`src/rtl/core/hsj_pkg.sv`:
```
// Package for the hexahedron shape function and Jacobian block.
// Shared widths, limits, controller/datapath command and status types.
// No dependencies.
`timescale 1ns / 1ps

package hsj_pkg;

	localparam int DEF_POINT_FRAC_BITS = 14;

	// field widths
	localparam int NODE_W  = 3;
	localparam int PT_W    = 16;
	localparam int CRD_W   = 16;
	localparam int OUT_W   = 18;
	localparam int DET_W   = 51;

	// Jacobian sums and determinant arithmetic
	localparam int JW      = 40;
	localparam int MAW     = 2 * JW + 2;   // minor difference operand
	localparam int MBW     = JW;
	localparam int MPW     = MAW + MBW;
	localparam int MDIG    = 8;            // multiplier digit per cycle
	localparam int MSTEPS  = MBW / MDIG;
	localparam int ACCW    = MPW + 2;
	localparam int DET_FRAC = 48;
	localparam int STEP_W  = 4;
	localparam int DET_STEPS = 9;

	localparam logic signed [79:0] OUT_MAX = 80'sd131071;
	localparam logic signed [79:0] OUT_MIN = -80'sd131072;

	typedef struct packed {
		logic              latch;
		logic              prod;
		logic              deriv;
		logic              jac;
		logic              det_start;
		logic              det_apply;
		logic              det_fin;
		logic              load_out;
		logic [STEP_W-1:0] det_step;
	} cmd_t;

	typedef struct packed {
		logic node7;
		logic mul_done;
	} status_t;

	// clamp a wide signed value to the 18 bit output range
	function automatic logic signed [OUT_W-1:0] sat18(input logic signed [79:0] v);
		logic signed [79:0] r;
		if (v > OUT_MAX) r = OUT_MAX;
		else if (v < OUT_MIN) r = OUT_MIN;
		else r = v;
		return r[OUT_W-1:0];
	endfunction

endpackage

```
`src/rtl/core/hsj_ctrl.sv`:
```
// Controller: sequences one node through the datapath and runs the
// determinant steps on corner 7. Depends on hsj_pkg.
`timescale 1ns / 1ps

module hsj_ctrl (
	input  logic               clk,
	input  logic               arst_n,
	input  logic               in_valid,
	output logic               in_ready,
	output logic               out_valid,
	input  logic               out_ready,
	input  hsj_pkg::status_t   status,
	output hsj_pkg::cmd_t      cmd
);
	import hsj_pkg::*;

	localparam logic [2:0] ST_IDLE = 3'd0;
	localparam logic [2:0] ST_PRD  = 3'd1;
	localparam logic [2:0] ST_DRV  = 3'd2;
	localparam logic [2:0] ST_JAC  = 3'd3;
	localparam logic [2:0] ST_DST  = 3'd4;
	localparam logic [2:0] ST_DWT  = 3'd5;
	localparam logic [2:0] ST_FIN  = 3'd6;
	localparam logic [2:0] ST_OUT  = 3'd7;

	logic [2:0]        state_q, state_d;
	logic [STEP_W-1:0] step_q, step_d;
	logic              out_valid_q;

	assign in_ready  = (state_q == ST_IDLE);
	assign out_valid = out_valid_q;

	// next state and commands
	always_comb begin
		state_d = state_q;
		step_d  = step_q;
		cmd     = '0;
		cmd.det_step = step_q;
		unique case (state_q)
			ST_IDLE: begin
				if (in_valid) begin
					cmd.latch = 1'b1;
					state_d   = ST_PRD;
				end
			end
			ST_PRD: begin
				cmd.prod = 1'b1;
				state_d  = ST_DRV;
			end
			ST_DRV: begin
				cmd.deriv = 1'b1;
				state_d   = ST_JAC;
			end
			ST_JAC: begin
				cmd.jac = 1'b1;
				step_d  = '0;
				state_d = status.node7 ? ST_DST : ST_OUT;
			end
			ST_DST: begin
				cmd.det_start = 1'b1;
				state_d       = ST_DWT;
			end
			ST_DWT: begin
				if (status.mul_done) begin
					cmd.det_apply = 1'b1;
					if (step_q == STEP_W'(DET_STEPS - 1)) begin
						state_d = ST_FIN;
					end else begin
						step_d  = step_q + 1'b1;
						state_d = ST_DST;
					end
				end
			end
			ST_FIN: begin
				cmd.det_fin = 1'b1;
				state_d     = ST_OUT;
			end
			ST_OUT: begin
				if (!out_valid_q || out_ready) begin
					cmd.load_out = 1'b1;
					state_d      = ST_IDLE;
				end
			end
			default: state_d = ST_IDLE;
		endcase
	end

	always_ff @(posedge clk or negedge arst_n) begin
		if (!arst_n) begin
			state_q     <= ST_IDLE;
			step_q      <= '0;
			out_valid_q <= 1'b0;
		end else begin
			state_q <= state_d;
			step_q  <= step_d;
			// hold result until taken
			if (cmd.load_out)
				out_valid_q <= 1'b1;
			else if (out_ready)
				out_valid_q <= 1'b0;
		end
	end
endmodule

```
`config.mk`:
```
export PLATFORM = sky130hd
export DESIGN_NAME = hsj_ctrl
export DESIGN_NICKNAME = d
export VERILOG_FILES = /design/src/rtl/core/hsj_pkg.sv /design/src/rtl/core/hsj_ctrl.sv
export SDC_FILE = /design/constraint.sdc
export NUM_CORES = 1
export LEC_CHECK = 0
export BUFFER_PORTS_ARGS = -buffer_cell sky130_fd_sc_hd__clkbuf_2
export CORE_MARGIN = 2
export CORE_UTILIZATION = 30
export DETAILED_ROUTE_END_ITERATION = 8
export PLACE_DENSITY = 0.61
export SLEW_MARGIN = 20
export SYNTH_ARGS = -nofsm -noshare
export SYNTH_HDL_FRONTEND = slang
export SYNTH_SLANG_ARGS = --single-unit
```
`constraint.sdc`:
```
create_clock -name clk -period 1.3 [get_ports clk]
set_input_delay 0.195 -clock clk [delete_from_list [all_inputs] [get_ports clk]]
set_output_delay 0.195 -clock clk [all_outputs]
set_load 0.05 [all_outputs]
```
==> results.toml, run 1 <==
[outcome]
status = "complete, but fails checks"
violations = "setup timing"

[clocking]
cts_tree = "done"
worstSkewPairLatency_ns = 0.26
clk_pin_slew_worst_paths_ns = 0.06
clockBufferDepth = 2
cts-root-buf = "clkbuf_4"
cts.sinks = 8
cts_buffers = 3
htree_levels = 1

[worst_setup_path]
r2r_cells = 5
worst_ep_required_time_ns = 1.11
cp-start-kind = "flop"
timing.rr.end = "step_q[2]"
r2r_start = "state_q[2]"
end_kind = "output port"
rrSetupSlack_ns = -0.18
crit_arrival_ns = 1.36
cp_max_fo = 3
path_class = "reg -> out"

[die]
fp.dieH_um = 44.9
die-area_um2 = 2020
fp.dieW_um = 44.9
start_util_pct = 32.6
boundaryPins = 20
fp-row-count = 14
coreArea_um2 = 1540

[timing]
fin_skew_ns = 0.00208
min_period_ns = 1.56
worst_pin_slew_ns = 0.280
max_freq_mhz = 642
finalSetupTns_ns = -2.03
setup_violations = 14
final_max_slew_viol_count = 0
relSlewSlack_pct = 81.4
hold_viol = 0
rsz0062_at_grt = "true"
final.period_utilization_pct = 120
finalWorstSetupSlack_ns = -0.257

[routing]
routed_via_density = 4.98
wl_met3_um = 94
drt-met1-wl_um = 672
drt-total-wl_mm = 1.68
drc = 0
vias = 623
routed-wl-met2_um = 911
drt-pass1-iter-count = 4
postRouteAntennaNets = 0
drtIter0Drc = 7
wl_per_cell_um = 13.4
top_layer_used = "met3"

[synth]
syn_area_per_cell_um2 = 7.98
seq_area_frac_synth_pct = 39.8
synth_most_common_cell = "nor2_1"
synth_seq_cells = 8
yosys.area.top_type_share_pct = 39.8
syn-num-nets = 71
ys_warn_count = 0
synth_edf_count = 0
async_flop_share_pct = 100
ys.flop_type = "dfrtp_1"
synthCells = 63
synth.cells.most_frequent = "10 x nor2_1, 8 x dfrtp_1, 6 x nand2_1"
synth.cell_area_um2 = 503
yosys.area.top_type = "dfrtp_1"
synth_area_leaders = "dfrtp_1 40%, nor2_1 7.5%, a21oi_1 5.0%"
synth_cell_types = 25

[pwr]
cellInternalPower_mw = 1.55
leakagePower_nw = 0.506
power_density_nw_per_um2 = 2770
netSwitchingFraction_pct = 48.3
ir_drop_v = 0.00145
p_comb_share_pct = 76.6
seqPwrFrac_pct = 16.5
p_clk_share_pct = 6.9
p_switching_mw = 1.45

[global_routing]
grt-ovfl-total = 0
grt_usage_pct = 17.1
antenna_found_initial = 0
first_global_vias = 555
grt_pass1_wl_mm = 2.41
grt_max_degree = 9

[final_layout]
instances_no_fill = 125
multi_input_area_um2 = 377
antenna_cells = 0
nets = 118
drive_gt1_share_pct = 69.7
areaGrowthSynthToFinish_pct = 115
register_area_um2 = 208
utilization_pct = 70.1
n_fill_cell = 125

[placement]
post-place-ws_ns = -0.137
dp_hpwl_mm = 1.01
post-place-cells = 111
routabilityCongestion = 0.793
io_buffers = 19

[worst_hold_path]
worstHoldStart = "out_ready"
hold_path.class = "in -> reg"
hold_depth = 3
min_to = "out_valid"

[run]
max_cap_viol_count = 0
flip-flops by register name (all words and copies together) (netlist names):
name / flops
state_q: 3
out_valid: 1
step_q: 4
routing by layer:
metal,vias to the layer above,global-route usage (%)
li1,311,-
met1,292,19.7
met2,20,29.4
met3,0,7.20
met4,0,3.53
met5,-,0
worst max-delay path by stage:
| stage | startpoint | end | cells after the start |
|---|---|---|---|
| floorplan | state_q[1] | cmd[11] | 3 |
| detailed placement | state_q[1] | cmd[11] | 4 |
| global route | state_q[1] | cmd[11] | 4 |
| global placement | state_q[1] | cmd[11] | 4 |
| CTS | state_q[2] | cmd[11] | 4 |
| finish | state_q[1] | cmd[11] | 4 |
cell families after synthesis:
group	after synthesis	share of synthesized area [%]
AO/OA/AOI/OAI	11	12.2
AND/OR/NAND/NOR	32	33.3
buffers and inverters	8	6.22
adder cells (fa/ha/maj)	2	4.97
flip-flops	8	39.8
XOR/XNOR	2	3.48
through the flow:
stage / instance area (µm²) / total power [mW] / hold slack (ns)
after floorplan: 579 / 1.59 / -0.101
after global placement: 803 / 2.09 / 0.0477
after detailed placement: 803 / 2.11 / 0.0473
after CTS: 991 / 2.68 / 0.272
after global routing: 1080 / 3.17 / 0.282
final: 1080 / 2.99 / 0.258
layout by cell type, fill, tap and decap left out, types with 2 or more instances in the layout:
cell type	Yosys	layout
buf_12	0	2
nand4_1	2	2
o21ai_2	0	2
inv_2	0	2
nor3_4	0	2
clkbuf_4	0	4
buf_8	0	6
nand2_2	0	2
nor2_4	0	3
nand2_1	6	3
inv_1	5	2
nand2b_1	3	3
dfrtp_1	8	2
a21oi_1	5	4
clkbuf_2	0	10
dfrtp_2	0	6
buf_4	0	17
buf_6	0	7
nor2_1	10	6
power by group through the flow:
| stage | combinational, mW | clock, mW | sequential (mW) |
|---|---|---|---|
| after floorplan | 0.961 | 0 | 0.624 |
| after global placement | 1.60 | 0 | 0.488 |
| after detailed placement | 1.62 | 0 | 0.494 |
| after CTS | 1.97 | 0.213 | 0.488 |
| after global routing | 2.43 | 0.237 | 0.507 |
| final | 2.29 | 0.207 | 0.493 |
worst max-delay path, stage by stage (launching register included):
cell and delay [ns]:
dfrtp_2 0.45, buf_6 0.14, nor3_4 0.19, and2_4 0.17, clkbuf_16 0.15
cell type report:
type / count / area share [%]
sequential: 8 / 19.2
tap: 16 / 1.85
multi-input combinational: 47 / 34.8
timing repair buffer: 45 / 39.7
inverter: 5 / 1.97
clock buffer: 4 / 2.43
timing repair:
action                     4_1_cts  5_1_grt
gates resized for setup         27       22
buffers inserted                 6        3
setup endpoints to repair       13       14
hold buffers                     1        0
gates cloned                     0        0
pin swaps                        4       11
hold endpoints to repair         8        0
Note: power is estimated with default switching activity, not from simulation.
==> run 2: changes to the inputs <==
--- a/config.mk
+++ b/config.mk
@@ -8,8 +8,10 @@
 export BUFFER_PORTS_ARGS = -buffer_cell sky130_fd_sc_hd__clkbuf_2
 export CORE_MARGIN = 2
 export CORE_UTILIZATION = 30
+export CTS_CLUSTER_SIZE = 25
 export DETAILED_ROUTE_END_ITERATION = 8
-export PLACE_DENSITY = 0.61
+export PLACE_DENSITY_LB_ADDON = 0.08
+export RECOVER_POWER = 100
 export SLEW_MARGIN = 20
 export SYNTH_ARGS = -nofsm -noshare
 export SYNTH_HDL_FRONTEND = slang
==> results.toml, run 2 (same netlist as run 1, synthesis figures left out) <==
[clocking]
worstSkewPairLatency_ns = 0.26
clk_pin_slew_worst_paths_ns = 0.06
cts-root-buf = "clkbuf_4"
htree_levels = 1
cts_buffers = 3
cts_tree = "done"
clockBufferDepth = 2
cts.sinks = 8

[routing]
drt-total-wl_mm = 1.53
vias = 613
routed_via_density = 4.90
drc = 0
drt-pass1-iter-count = 4
wl_per_cell_um = 12.2
drtIter0Drc = 8
postRouteAntennaNets = 0

[timing]
finalWorstSetupSlack_ns = -0.227
worst_pin_slew_ns = 0.441
finalSetupTns_ns = -2.05
relSlewSlack_pct = 70.6
setup_violations = 14
fin_skew_ns = 0.00233
hold_viol = 0
min_period_ns = 1.53
whs_ns = 0.246
rsz0062_at_grt = "true"
final_max_slew_viol_count = 0
max_freq_mhz = 655
final.period_utilization_pct = 117

[worst_setup_path]
path_class = "reg -> out"
r2r_start = "state_q[2]"
max_stage_delay_ns = 0.43
crit_arrival_ns = 1.33
path_cells = "buf_6, nor3_4, and2_4, clkbuf_16"
crit_slowest_cell = "dfrtp_2"
cp-start-kind = "flop"
timing.rr.end = "step_q[0]"
cp_top_family = "flip-flops"
cp_max_fo = 5
worst_ep_required_time_ns = 1.11
rrSetupSlack_ns = -0.14
worst-path-buf-inv = 2
r2r_cells = 7
end_kind = "output port"

[worst_hold_path]
hold_depth = 4
hold_path.class = "in -> reg"
min_to = "state_q[2]"
worstHoldStart = "out_ready"

[final_layout]
drive_gt1_share_pct = 64.2
antenna_cells = 0
mostFrequentLayoutCell = "buf_4"
nets = 118
top_register = "step_q"
areaGrowthSynthToFinish_pct = 107
instances_no_fill = 125
final_area_um2 = 1040
largest_reg_flops = 4
layout_common_cells = "16 x buf_4, 12 x clkbuf_2, 7 x buf_8"
n_fill_cell = 134
utilization_pct = 67.5

[global_routing]
grt-ovfl-total = 0
grt_max_degree = 9
antenna_found_initial = 0
first_global_vias = 601
grt_usage_pct = 16.8
grt_pass1_wl_mm = 2.44

[die]
fp.dieW_um = 44.9
die-area_um2 = 2020
fp.dieH_um = 44.9
fp-row-count = 14
coreArea_um2 = 1540
start_util_pct = 32.6
boundaryPins = 20

[placement]
routabilityCongestion = 0.733
post-place-cells = 111
post-place-ws_ns = -0.0793
postPlaceCellArea_um2 = 801
dp_hpwl_mm = 1.02
io_buffers = 19

[run]
max_cap_viol_count = 0

[pwr]
finalPower_mw = 2.87
ir_drop_v = 0.00144
power_density_nw_per_um2 = 2750
leakagePower_nw = 0.486

[outcome]
violations = "setup timing"
status = "complete, but fails checks"
==> run 2: how the worst max path moves through the flow <==
stage | start | cells after the start | slack (ns) | to
after floorplan | state_q[1] | 3 | -0.32 | cmd[11]
after global placement | state_q[1] | 4 | -0.07 | cmd[11]
after detailed placement | state_q[1] | 4 | -0.08 | cmd[11]
after CTS | state_q[2] | 4 | -0.23 | cmd[11]
after global routing | state_q[2] | 4 | -0.27 | cmd[11]
final | state_q[2] | 4 | -0.23 | cmd[11]
==> run 2: layout make-up <==
class                      count  area, µm²  share of cell area [%]
timing repair buffer          45        397                    38.1
multi-input combinational     47        372                    35.7
clock buffer                   4       26.3                    2.52
inverter                       5       18.8                    1.80
sequential                     8        208                    20.0
tap                           16       20.0                    1.92
==> run 2: layer usage <==
| metal | share of wire [%] | up-vias | GRT usage [%] |
|---|---|---|---|
| li1 | - | 307 | - |
| met1 | 40 | 294 | 19.5 |
| met2 | 55 | 12 | 30.6 |
| met3 | 4.9 | 0 | 6.00 |
| met4 | 0 | 0 | 1.76 |
| met5 | 0 | - | 0 |
==> run 2: tightest hold or removal path: stages <==
cell	delay (ns)
clkbuf_2	0.08
nor2b_2	0.06
nor2_4	0.08
nor2_1	0.05
==> run 2: repair_timing <==
| item | CTS | global route |
|---|---|---|
| hold endpoints to repair | 8 | 0 |
| setup endpoints to repair | 13 | 16 |
| gates cloned | 0 | 0 |
| setup buffers | 9 | 1 |
| pin swaps | 8 | 7 |
| resized for setup | 27 | 16 |
| hold buffers | 1 | 0 |
==> run 2: report_power, final <==
group          internal [mW]  switching (mW)  leakage (nW)
Clock                  0.118          0.0943        0.0150
Combinational          0.993            1.18         0.377
Sequential             0.362           0.115        0.0944
